### config.mk
export PLATFORM = sky130hd
export DESIGN_NAME = hill_cipher_3x3_mod26
export DESIGN_NICKNAME = d
export VERILOG_FILES = /design/src/rtl/hc3_pkg.sv /design/src/rtl/hc3_front.sv /design/src/rtl/hc3_queue.sv /design/src/rtl/hc3_back.sv /design/src/rtl/hill_cipher_3x3_mod26.sv
export SDC_FILE = /design/constraint.sdc
export NUM_CORES = 1
export LEC_CHECK = 0
export ABC_CLOCK_PERIOD_IN_PS = 12720
export BUFFER_PORTS_ARGS = -buffer_cell sky130_fd_sc_hd__buf_2
export CAP_MARGIN = 10
export CORE_UTILIZATION = 40
export DETAILED_ROUTE_END_ITERATION = 7
export SLEW_MARGIN = 25
export SYNTH_ARGS = -nofsm -noshare
export SYNTH_HDL_FRONTEND = slang
export SYNTH_HIERARCHICAL = 1
export SYNTH_SLANG_ARGS = --single-unit
### constraint.sdc
create_clock -name clk -period 12.72 [get_ports clk]
set_input_delay 0.636 -clock clk [delete_from_list [all_inputs] [get_ports clk]]
set_output_delay 0.636 -clock clk [all_outputs]
set_load 0.01 [all_outputs]
### src/rtl/hc3_pkg.sv
// Types and constants of the 3x3 mod 26 Hill cipher block.
// Depends on nothing; used by every module of the block.
package hc3_pkg;

	localparam int unsigned LetterW = 5;
	localparam int unsigned BlockLen = 3;
	localparam int unsigned KeyW = 45;
	localparam int unsigned SumW = 12;
	localparam logic [LetterW-1:0] PadLetter = 5'd23;
	localparam logic [SumW-1:0] Modulus = 12'd26;
	localparam logic [SumW-1:0] ModRecip = 12'd2521;
	localparam logic [KeyW-1:0] EncKeyReset = 45'd20962312099377;
	localparam logic [KeyW-1:0] DecKeyReset = 45'd18717687135524;

	typedef enum logic [1:0] {
		REG_DIRECTION = 2'd0,
		REG_ENC_KEY   = 2'd1,
		REG_DEC_KEY   = 2'd2,
		REG_NONE      = 2'd3
	} reg_idx_t;

	typedef struct packed {
		logic [LetterW-1:0] letter;
		logic               last;
	} src_word_t;

	typedef struct packed {
		logic [LetterW-1:0] out_letter;
		logic               out_last;
	} dst_word_t;

	typedef struct packed {
		logic [BlockLen-1:0][LetterW-1:0] letters;
		logic                             last;
	} blk_t;

	typedef struct packed {
		logic valid;
		logic full;
	} q_status_t;

endpackage

### src/rtl/hc3_front.sv
// Front end: gathers letters into blocks of three and pads a closing partial block.
// Depends on hc3_pkg.
module hc3_front (
	input  logic              clk,
	input  logic              arst_n,
	input  logic              src_valid,
	input  hc3_pkg::src_word_t src_word,
	output logic              src_stall,
	input  hc3_pkg::q_status_t q_status,
	output logic              push,
	output hc3_pkg::blk_t     push_blk
);
	import hc3_pkg::*;

	logic [1:0]         fill_q;
	logic [LetterW-1:0] held0_q;
	logic [LetterW-1:0] held1_q;
	logic               accept;
	logic               close;

	assign src_stall = q_status.full;
	assign accept = src_valid && !src_stall;
	assign close = (fill_q >= 2'd2) || src_word.last;
	assign push = accept && close;

	always_comb begin
		push_blk.last = src_word.last;
		push_blk.letters[0] = PadLetter;
		push_blk.letters[1] = PadLetter;
		push_blk.letters[2] = PadLetter;
		unique case (fill_q)
			2'd0: begin
				push_blk.letters[0] = src_word.letter;
			end
			2'd1: begin
				push_blk.letters[0] = held0_q;
				push_blk.letters[1] = src_word.letter;
			end
			default: begin
				push_blk.letters[0] = held0_q;
				push_blk.letters[1] = held1_q;
				push_blk.letters[2] = src_word.letter;
			end
		endcase
	end

	always_ff @(posedge clk or negedge arst_n) begin
		if (!arst_n) begin
			fill_q <= 2'd0;
			held0_q <= '0;
			held1_q <= '0;
		end else if (accept) begin
			if (close) begin
				fill_q <= 2'd0;
				held0_q <= '0;
				held1_q <= '0;
			end else begin
				fill_q <= fill_q + 2'd1;
				if (fill_q == 2'd0) begin
					held0_q <= src_word.letter;
				end else begin
					held1_q <= src_word.letter;
				end
			end
		end
	end

endmodule

### src/rtl/hc3_queue.sv
// Two-entry block queue between the front end and the compute back end.
// Depends on hc3_pkg.
module hc3_queue (
	input  logic               clk,
	input  logic               arst_n,
	input  logic               push,
	input  hc3_pkg::blk_t      push_blk,
	input  logic               pop,
	output hc3_pkg::q_status_t q_status,
	output hc3_pkg::blk_t      head_blk
);
	import hc3_pkg::*;

	blk_t       mem_q [2];
	logic       wr_ptr_q;
	logic       rd_ptr_q;
	logic [1:0] count_q;

	assign q_status.valid = (count_q != 2'd0);
	assign q_status.full = (count_q == 2'd2);
	assign head_blk = mem_q[rd_ptr_q];

	always_ff @(posedge clk) begin
		if (push) begin
			mem_q[wr_ptr_q] <= push_blk;
		end
	end

	always_ff @(posedge clk or negedge arst_n) begin
		if (!arst_n) begin
			wr_ptr_q <= 1'b0;
			rd_ptr_q <= 1'b0;
			count_q <= 2'd0;
		end else begin
			if (push) begin
				wr_ptr_q <= ~wr_ptr_q;
			end
			if (pop) begin
				rd_ptr_q <= ~rd_ptr_q;
			end
			if (push && !pop) begin
				count_q <= count_q + 2'd1;
			end else if (pop && !push) begin
				count_q <= count_q - 2'd1;
			end
		end
	end

endmodule

### src/rtl/hc3_back.sv
// Back end: a matrix row per cycle unless stalled: row sum, mod 26, output register.
// Depends on hc3_pkg.
module hc3_back (
	input  logic                       clk,
	input  logic                       arst_n,
	input  logic [hc3_pkg::KeyW-1:0]   key,
	input  hc3_pkg::q_status_t         q_status,
	input  hc3_pkg::blk_t              head_blk,
	output logic                       pop,
	output logic                       dst_valid,
	output hc3_pkg::dst_word_t         dst_word,
	input  logic                       dst_stall
);
	import hc3_pkg::*;

	logic [1:0]                       row_q;
	logic                             valid_s1;
	logic [SumW-1:0]                  sum_s1;
	logic                             last_s1;
	logic                             valid_s2;
	dst_word_t                        word_s2;
	logic                             en_s1;
	logic                             en_s2;
	logic                             issue;
	logic [BlockLen-1:0][LetterW-1:0] row_key;
	logic [SumW-1:0]                  row_sum;
	logic [2*SumW-1:0]                recip_prod;
	logic [SumW-1:0]                  quot;
	logic [SumW-1:0]                  rem;

	assign en_s2 = !valid_s2 || !dst_stall;
	assign en_s1 = !valid_s1 || en_s2;
	assign issue = q_status.valid && en_s1;
	assign pop = issue && (row_q == 2'd2);

	always_comb begin
		unique case (row_q)
			2'd0: row_key = key[14:0];
			2'd1: row_key = key[29:15];
			default: row_key = key[44:30];
		endcase
		row_sum = SumW'(row_key[0]) * SumW'(head_blk.letters[0])
			+ SumW'(row_key[1]) * SumW'(head_blk.letters[1])
			+ SumW'(row_key[2]) * SumW'(head_blk.letters[2]);
		recip_prod = sum_s1 * ModRecip;
		quot = {4'd0, recip_prod[2*SumW-1:16]};
		rem = sum_s1 - SumW'(quot * Modulus);
	end

	always_ff @(posedge clk) begin
		if (issue) begin
			sum_s1 <= row_sum;
			last_s1 <= head_blk.last && (row_q == 2'd2);
		end
		if (en_s2 && valid_s1) begin
			word_s2.out_letter <= rem[LetterW-1:0];
			word_s2.out_last <= last_s1;
		end
	end

	always_ff @(posedge clk or negedge arst_n) begin
		if (!arst_n) begin
			row_q <= 2'd0;
			valid_s1 <= 1'b0;
			valid_s2 <= 1'b0;
		end else begin
			if (issue) begin
				row_q <= (row_q == 2'd2) ? 2'd0 : row_q + 2'd1;
			end
			if (en_s1) begin
				valid_s1 <= issue;
			end
			if (en_s2) begin
				valid_s2 <= valid_s1;
			end
		end
	end

	assign dst_valid = valid_s2;
	assign dst_word = word_s2;

endmodule

### src/rtl/hill_cipher_3x3_mod26.sv
// Top level of the 3x3 mod 26 Hill cipher: register file, front end, queue, back end.
// Depends on hc3_pkg, hc3_front, hc3_queue and hc3_back.
//
//   channel  direction  handshake            word
//   src      in         src_valid/src_stall  letter, last
//   dst      out        dst_valid/dst_stall  out_letter, out_last
//   config   in/out     APB psel/penable     64-bit data, registers at 0, 8, 16
//
// A letter is taken every cycle while the two-entry block queue has room.
// A closed block leaves as three words, one per cycle unless dst stalls, through the row-sum and output registers.
// The back end issues one matrix row per cycle unless stalled, which sets the sustained rate.
// A stall on dst holds the output register and backs up through the queue.
// Reset clears the register file to its reset keys and empties all stages.
module hill_cipher_3x3_mod26 (
	input  logic               clk,
	input  logic               arst_n,
	input  logic               src_valid,
	input  hc3_pkg::src_word_t src_word,
	output logic               src_stall,
	output logic               dst_valid,
	output hc3_pkg::dst_word_t dst_word,
	input  logic               dst_stall,
	input  logic               psel,
	input  logic               penable,
	input  logic               pwrite,
	input  logic [4:0]         paddr,
	input  logic [63:0]        pwdata,
	output logic [63:0]        prdata,
	output logic               pready
);
	import hc3_pkg::*;

	logic            direction_q;
	logic [KeyW-1:0] enc_key_q;
	logic [KeyW-1:0] dec_key_q;
	reg_idx_t        reg_idx;
	logic            wr_en;
	logic            push;
	blk_t            push_blk;
	blk_t            head_blk;
	logic            pop;
	q_status_t       q_status;

	assign pready = 1'b1;
	assign reg_idx = reg_idx_t'(paddr[4:3]);
	assign wr_en = psel && penable && pwrite && pready;

	always_comb begin
		unique case (reg_idx)
			REG_DIRECTION: prdata = {63'd0, direction_q};
			REG_ENC_KEY: prdata = {19'd0, enc_key_q};
			REG_DEC_KEY: prdata = {19'd0, dec_key_q};
			default: prdata = '0;
		endcase
	end

	always_ff @(posedge clk or negedge arst_n) begin
		if (!arst_n) begin
			direction_q <= 1'b0;
			enc_key_q <= EncKeyReset;
			dec_key_q <= DecKeyReset;
		end else if (wr_en) begin
			unique case (reg_idx)
				REG_DIRECTION: direction_q <= pwdata[0];
				REG_ENC_KEY: enc_key_q <= pwdata[KeyW-1:0];
				REG_DEC_KEY: dec_key_q <= pwdata[KeyW-1:0];
				default: ;
			endcase
		end
	end

	hc3_front u_front (
		.clk      (clk),
		.arst_n   (arst_n),
		.src_valid(src_valid),
		.src_word (src_word),
		.src_stall(src_stall),
		.q_status (q_status),
		.push     (push),
		.push_blk (push_blk)
	);

	hc3_queue u_queue (
		.clk     (clk),
		.arst_n  (arst_n),
		.push    (push),
		.push_blk(push_blk),
		.pop     (pop),
		.q_status(q_status),
		.head_blk(head_blk)
	);

	hc3_back u_back (
		.clk      (clk),
		.arst_n   (arst_n),
		.key      (direction_q ? dec_key_q : enc_key_q),
		.q_status (q_status),
		.head_blk (head_blk),
		.pop      (pop),
		.dst_valid(dst_valid),
		.dst_word (dst_word),
		.dst_stall(dst_stall)
	);

endmodule

==> run summary, run 1 <==
After synthesis the netlist holds a flip-flop and latch count of 162. The endpoint class of the critical path is a flip-flop. The count of nets left with antenna violations once routing finished came out at 0. The detailed router finished its first iteration with 447 violations. Once the clock tree was built, the resizer swapped 0 gates to a different size. The run gives 430 ps as the later-pin clock latency in the skew report. The delay of the slowest cell on the worst path was 730 ps. Max-cap violations in this run came to 0.

The top flip-flop cell by instance count after synthesis is dfrtp_1. The flow ran to the end, and the final reports show no timing, DRC or antenna violations. The part of the Yosys area used for sequential elements came out at 33.8%. Of all cell types, the one taking the most synthesized area is dfrtp_1.

The tools report the I/O pin count as 155. In the final layout, the share of cells above drive strength 1 is 31.5%. In this run the cell area of the synthesized design comes to 0.0129 mm2. The run gives 6 as the number of warnings printed during yosys synthesis. The most common cell in the synthesized netlist is inv_1. For this configuration, the core starts out at a cell density of 40.7%. The final worst clock skew came out at 9.44 ps. The worst setup path is launched from a flip-flop. The run gives 44100 um as the global-route wire length before repair. At the pin with the least slew margin, the transition time is 1020 ps. Peak fanout along the critical path: 24. After layout, the minimum clock period comes to 8870 ps.

The count of buffers added on input and output ports is 112. The number of clock buffers added by TritonCTS is 17. Summing over every cut layer, the via total after detailed routing is 7862. Highest clock rate: 113 MHz. Measured against its own limit, the worst slew margin works out to 31.9%. By area the synthesized netlist is led by dfrtp_1, fa_1, edfxtp_1.

The slowest stage of the critical path is the dfrtp_2 cell. Average cell area after synthesis: 12.2 um2. Entering global routing, the biggest net connects 62 pins. After detailed routing, the average wire length per cell comes to 17.2 um.

Setup repair after global routing left no endpoint under its margin. In this design, the largest share of critical-path delay is due to adder cells. Summing all flip-flop and latch instances after layout gives 0.00436 mm2.

In the global route stage, overall resource usage came out at 17.2%. The setup fix buffers added after clock tree synthesis is 0. The final weighted congestion in routability-driven placement is 0.833. Global routing finished with a remaining overflow of 0.

The proportion of synthesized flip-flops having asynchronous set or reset was 68.5%; the count of flip-flops with a built-in enable after synthesis was 51. The number of distinct library cells after synthesis is 55, and the height of the die is 181 um. For the final sum of negative setup slack, the log shows 0 ps.

For the count of pins over their slew limit, the log shows 0. The clock slew at the register clock pins of the worst setup and hold paths was 70 ps; the post-route DRC violation count was 0. The number of buffers and inverters on the critical path is 6. STA puts the critical path data arrival time at 9040 ps. The cell sitting at the root of the clock tree is a clkbuf_16. The path type of the worst min-delay path is input pin to async pin. The cell count after synthesis came out at 1053.

After detailed routing, the number of vias per cell comes to 5.02. The floorplan has 65 rows. The most numerous cell type found on the critical path is fa_1. The antenna diode count is 0. In this run the standard cell core region covers 0.0316 mm2. The logs give 0 for the initial antenna violation count and 0 for the number of setup violations in the final report. Relative to the synthesized area, the layout overhead comes to 10.0%. TritonCTS built the clock tree. After the last flow step, the layout net total stands at 1443. The run gives 12890 ps as the required time of the critical path.

The floorplan step defined a die boundary enclosing 0.0329 mm2. Top-area cell type share of the netlist area: 14.2%. The count of TritonRoute iterations in the first routing pass was 5. The filler cells instantiated in the layout total 2883. After clock tree synthesis, the flow added hold-fix buffers numbering 0.

The overall die width was 181 um. The commonest cells after synthesis are inv_1, ha_1, mux2_2. Of the available clock period, the critical path in the final layout requires 69.7%. The clock drives 162 sinks. The logs give 0 for the number of hold-slack violations in the final timing report and 8300 for the via count of the first global-routing pass. The number of buffers on the longest clock path is 2. The setup slack of the most critical reg-to-reg path was 3850 ps; the number of H-tree levels was 4.

Summing all multi-input logic gate instances after layout gives 0.00762 mm2. Detailed placement finished with a half-perimeter wire length of 20300 um. The critical path class is flip-flop to flip-flop. For this block, the routed nets add up to 26900 um of wire.
==> state kept, by name, indices dropped and copies added (netlist names) <==
register          cells
u_back/dst_word       6
u_queue/count_q       2
u_queue/wr_ptr_q      1
direction_q           1
enc_key_q            45
u_back/sum_s1        12
u_back/last_s1        1
u_front/held1_q       5
u_back/valid_s1       1
u_front/held0_q       5
u_front/fill_q        2
u_back/dst_valid      1
u_back/row_q          2
dec_key_q            45
u_queue/rd_ptr_q      1
u_queue/mem_q        32
==> cells in the final DEF (no fill, tap or decap), types with 5 or more instances in the layout <==
cell type  netlist  routed
nor3_1           5       5
mux2i_1         16      16
mux2_2         105     105
a21o_1          10      10
clkbuf_16        0      20
a22o_1          47      47
ha_1           120     120
and2_1          31      31
xor2_1          12      12
nand2_1         60      60
xnor2_1         23      23
buf_2           14     111
nand2b_1         6       6
mux2_4          49      49
a211o_1          5       5
buf_4           22       9
nor2_1          13      13
a21oi_1         19      19
o21ai_0         22      22
nor2b_1         23      22
inv_1          127     127
fa_1            90      90
edfxtp_1        51      51
dfrtp_1         73      71
dfstp_2         38      38
conb_1           2      20
==> area by class of cell <==
| cell class | instances | share of cell area, % |
|---|---|---|
| Sequential cell | 162 | 30.8 |
| Clock inverter | 12 | 0.662 |
| Clock buffer | 20 | 3.53 |
| Multi-Input combinational cell | 723 | 53.8 |
| Timing Repair Buffer | 120 | 4.40 |
| Inverter | 127 | 3.36 |
| Tap cell | 402 | 3.55 |
==> kinds of logic after synthesis <==
kind of cell	share of synthesized area (%)
buffers and inverters	7.74
muxes	16.4
adders and majority gates	25.6
and+or+nand+nor	6.62
AOI/OAI and AO/OA	7.37
xor gates and xnor gates	2.38
other	0.0583
DFF	33.8
==> worst register-to-register path: cells and delay by family, from the launching register on <==
kind            cells  cell delay [ps]
buf+inv             6              720
mux                 2              620
simple gates        4              540
flops               1              730
xor+xnor            2              350
fa+ha+maj          10             4680
compound gates      5              990
==> worst paths after layout <==
check	from	endpoint	depth (start not counted)
max	direction_q	u_back/sum_s1[10]	29
min	arst_n	dec_key_q[1]	1
max reg2reg	direction_q	u_back/sum_s1[10]	29
min reg2reg	u_front/held0_q[3]	u_front/held0_q[3]	2
max in group asynchronous	arst_n	u_back/row_q[1]	2
min in group clk	pwdata[5]	dec_key_q[5]	2
==> per-layer routing <==
metal	track usage [%]	part of all wire (%)
met2	27.5	47
met3	2.67	3.0
met4	4.44	1.3
met1	24.3	48
met5	0	0
==> through the flow <==
step	cell area (um2)	util (%)	hold slack [ps]	std cells	setup WS, ps
floorplan	13000	-	340	1071	4980
global placement	13600	42.9	457	1534	3890
detailed placement	13600	42.9	471	1534	3780
CTS	14200	44.8	314	1566	3760
global route	14200	44.8	365	1566	3360
finish	14200	44.8	302	1566	3850
Power of run 1 is left out: the tool's default activity adds up to more than one toggle a clock period on the data nets, which glitch-free logic cannot reach.
==> run 2: changes to the inputs <==
--- a/config.mk
+++ b/config.mk
@@ -5,7 +5,8 @@
 export SDC_FILE = /design/constraint.sdc
 export NUM_CORES = 1
 export LEC_CHECK = 0
-export ABC_CLOCK_PERIOD_IN_PS = 12720
+export ABC_AREA = 1
+export ABC_CLOCK_PERIOD_IN_PS = 8200
 export BUFFER_PORTS_ARGS = -buffer_cell sky130_fd_sc_hd__buf_2
 export CAP_MARGIN = 10
 export CORE_UTILIZATION = 40
==> constraint.sdc (replaced) <==
create_clock -name clk -period 8.2 [get_ports clk]
set_input_delay 0.41 -clock clk [delete_from_list [all_inputs] [get_ports clk]]
set_output_delay 0.41 -clock clk [all_outputs]
set_load 0.01 [all_outputs]
==> run 2 against run 1 <==
  * Synthesized area is 3.2% higher
  * Via count rose by 29%
  * Critical endpoint unchanged
  * Global-route usage is 2.5 points higher
  * Sequential share of layout area down 1.2 points
  * First-iteration DRC count up 12%
  * Wire length is 18% higher
  * Flip-flop and latch count unchanged
  * Setup slack worse by 3400 ps
  * Register-to-register slack worse by 3400 ps
==> run summary, run 2 <==
The flow ran to the end, and the final reports show no timing, DRC or antenna violations. The proportion of synthesized flip-flops having asynchronous set or reset was 68.5% (unchanged). The library cell appearing most often on the critical path was fa_1. The setup slack of the most critical reg-to-reg path was 410 ps (-3450 ps).

Global routing usage summed across all routing layers: 19.7% (+2.5 points). For the total detailed-routing wirelength, the log shows 31600 um (+18%). The global-route track usage on met1 was 25.5% (+1.3 points).

The number of stages on the worst setup path is 35 (+21%), and the number of buffers on the longest clock path is 2 (unchanged). The global routing usage on met2 is 34.4% (+7.0 points), and the final HPWL from detailed placement is 23400 um (+16%). The tools report the count of TritonRoute iterations in the first routing pass as 5 (unchanged). The fraction of final layout cells with drive strength greater than 1 was 15.5% (-16 points); the minimum clock period was 7790 ps (-1070 ps). The logs give 1972 (+37%) for the total number of nets in the final design and 0 (unchanged) for the total congestion overflow.

The top-area cell type share of the netlist area was 14.9% (+0.70 points). Critical register-to-register path endpoint: u_back/sum_s1[10]. The count of pins over their slew limit was 0 (unchanged); the floorplan row count was 66 (+1.5%). The number of instances in the synthesized netlist came out at 1584 (+50%).

The number of clock buffers inserted by TritonCTS is 17 (unchanged), and the average wire per standard cell is 14.8 um (-14%). The path type of the worst min-delay path is input pin to flip-flop. The final weighted congestion in routability-driven placement is 0.852 (+2.3%), and the post-route DRC violation count is 0 (unchanged). The count of buffers inserted at the top-level ports is 112 (unchanged). For the via count of the first global-routing pass, the log shows 10200 (+23%).

The tools report the number of hold-slack violations in the final timing report as 0 (unchanged). For the number of fillers in the final layout, the log shows 3253 (+13%). The height of the die was 184 um (+1.6%). The met3 layer usage reported by global route is 2.29% (-0.38 points). Last element of the critical path: u_back/sum_s1[10].

Pin count of the biggest net entering global routing: 73 (+18%). In the final layout, the registers with the most flip-flops are dec_key_q: 45 flops, enc_key_q: 45 flops, u_queue/mem_q: 32 flops. For the required time of the critical path, the log shows 8390 ps (-4500 ps).

STA classifies the critical path endpoint as a flip-flop. Leaving out fill and tap cells, the most frequent cell in the layout is nand2_1. The run gives 233 ps (-3550 ps) as the worst setup slack after placement.

Number of setup violations in the final report: 0 (unchanged). Clock slew at the register clock pins of the worst setup and hold paths: 70 ps (about the same). The run gives 1 (+1) as the initial antenna violation count.

Data arrival time at the worst-slack endpoint: 7990 ps (-1050 ps). The tools report the final sum of negative setup slack as 0 ps (unchanged). The critical path class is flip-flop to flip-flop. The global-route wire length before repair came out at 51600 um (+17%). The post-detailed-route via-to-cell ratio was 4.75 (-5.5%); the number of H-tree levels was 4 (unchanged). The final core utilization came out at 45.3% (+0.45 points). The tools report the launch point of the worst path as direction_q. From synthesis to final layout, the design area changed by 11.0%. In the post-synthesis netlist, the biggest area contributors are nand2_1, dfrtp_1, fa_1.

The cell at the slowest stage of the critical path is fa_1. For this run, the leading register cell type out of synthesis is dfrtp_1. The logs give 0 (unchanged) for the number of max-capacitance violations reported and 405 ps (-3450 ps) for the final worst-path setup slack.

The part of the Yosys area used for sequential elements was 32.8% (-1.0 points). The worst register-to-register path begins at direction_q. For the I/O pin count, the log shows 155 (unchanged). The tools report the startpoint class of the critical path as a flip-flop. The number of routed nets with antenna violations was 0 (unchanged). TritonCTS built the clock tree.

The final worst clock skew was 20.2 ps (+10.7 ps). The tools report the mapped cell area as 0.0133 mm2 (+3.2%). The count of cells along the worst hold path is 3, and the number of warnings printed during yosys synthesis is 6 (unchanged). The run gives 49 (-11%) as the number of distinct library cells after synthesis.

The flop and latch count out of synthesis came out at 162 (unchanged). Setup repair after global routing left no endpoint under its margin. For the initial core utilization, the log shows 40.8% (about the same).

The path depth of the worst reg2reg path was 35 (+21%). The library cells used most frequently in the layout, excluding fill and tap cells, are nand2_1, inv_1, ha_1. The tools report the core footprint as 0.0326 mm2 (+3.1%). Fraction of the cycle the final worst path needs: 95.1% (+25 points). Sorting the synthesized cells by how often they occur yields nand2_1, inv_1, ha_1.

Cell type group with the largest total delay on the critical path: adder cells. The average cell area after synthesis came out at 8.39 um2 (-31%). The measured slew at the worst slew-check pin is 1030 ps (+6.23 ps).

Number of clock sinks seen by CTS: 162 (unchanged). The logs give 128 MHz (+14%) for the highest clock rate and 31.2% (-0.67 points) for the worst max-slew margin expressed relative to the limit. The peak fanout along the critical path was 8 (-67%); the later-pin clock latency in the skew report was 450 ps (+20 ps). By instance count, the leading cell after synthesis is nand2_1. The number of DRC violations after detailed-routing iteration 0 came out at 501 (+12%). The count of flip-flops with a built-in enable after synthesis was 51 (unchanged). The placement-stage cell area came out at 0.0140 mm2 (+3.4%). In this run the clock root is driven by a clkbuf_16.

The overall die width came out at 184 um (+1.6%). The most crowded layer after global routing is met2. The area of all placed cells without fillers was 0.0148 mm2 (+4.1%). The cell type with the highest aggregate area in the netlist is nand2_1. The logs give 10100 (+29%) for the via count of the routed design and 0.0340 mm2 (+3.1%) for the die footprint. Delay of the slowest cell on the worst path: 550 ps (-180 ps).

The worst path buffer plus inverter count came out at 7 (+1).
==> run 2: kinds of logic (layout without fill, tap and decap cells) <==
group                      count (synthesis)  after routing  synth area share [%]
and+or+nand+nor                          671            671                  20.7
other                                      2             22                0.0565
DFF                                      162            162                  32.8
adders and majority gates                210            210                  24.8
xor gates and xnor gates                  23             23                  1.63
AOI/OAI and AO/OA                        167            167                  6.94
buffers and inverters                    333            424                  11.4
muxes                                     16             16                  1.61
==> run 2: worst min path at each step <==
stage	startpoint	end	slack [ps]
after floorplan	arst_n	dec_key_q[0]	110
after global placement	u_back/last_s1	u_back/dst_word[0]	410
after detailed placement	arst_n	enc_key_q[13]	430
after CTS	pwdata[12]	enc_key_q[12]	140
after global routing	pwdata[13]	dec_key_q[13]	170
final	pwdata[12]	enc_key_q[12]	170
==> run 2: what timing repair did <==
action                                 in CTS  in global routing
setup endpoints to repair                   0                  3
setup buffers                               0                  3
endpoints found under the hold margin      26                  0
gates resized for setup                     0                 26
hold buffers                                1                  0
==> run 2: tightest hold or removal path, cell delays in order <==
cell and delay (ps):
buf_2 100, nand2_1 50, nand2_1 50
==> run 2: layout make-up <==
cell class / instances / area, um2 / area share, %
diodes: 2 / 5.00 / 0.0339
clock buffers: 18 / 450 / 3.05
multi-input cells: 1107 / 7570 / 51.3
flip-flops and latches: 162 / 4360 / 29.5
well taps: 442 / 553 / 3.75
repair buffers: 123 / 664 / 4.50
clock inverters: 14 / 138 / 0.932
inverters: 269 / 1020 / 6.90
==> run 2: metrics by stage <==
| stage | std cells | hold WS [ps] |
|---|---|---|
| final | 2137 | 165 |
| after global routing | 2136 | 167 |
| after CTS | 2132 | 142 |
| after detailed placement | 2099 | 430 |
| after global placement | 2099 | 414 |
| after floorplan | 1602 | 114 |
==> run 2: per-layer routing <==
layer / wire (um) / part of all wire (%)
met5: 0 / 0
met4: 558 / 1.8
met3: 1060 / 3.4
met2: 15700 / 50
met1: 14400 / 45
Power of run 2 is left out for the same reason.
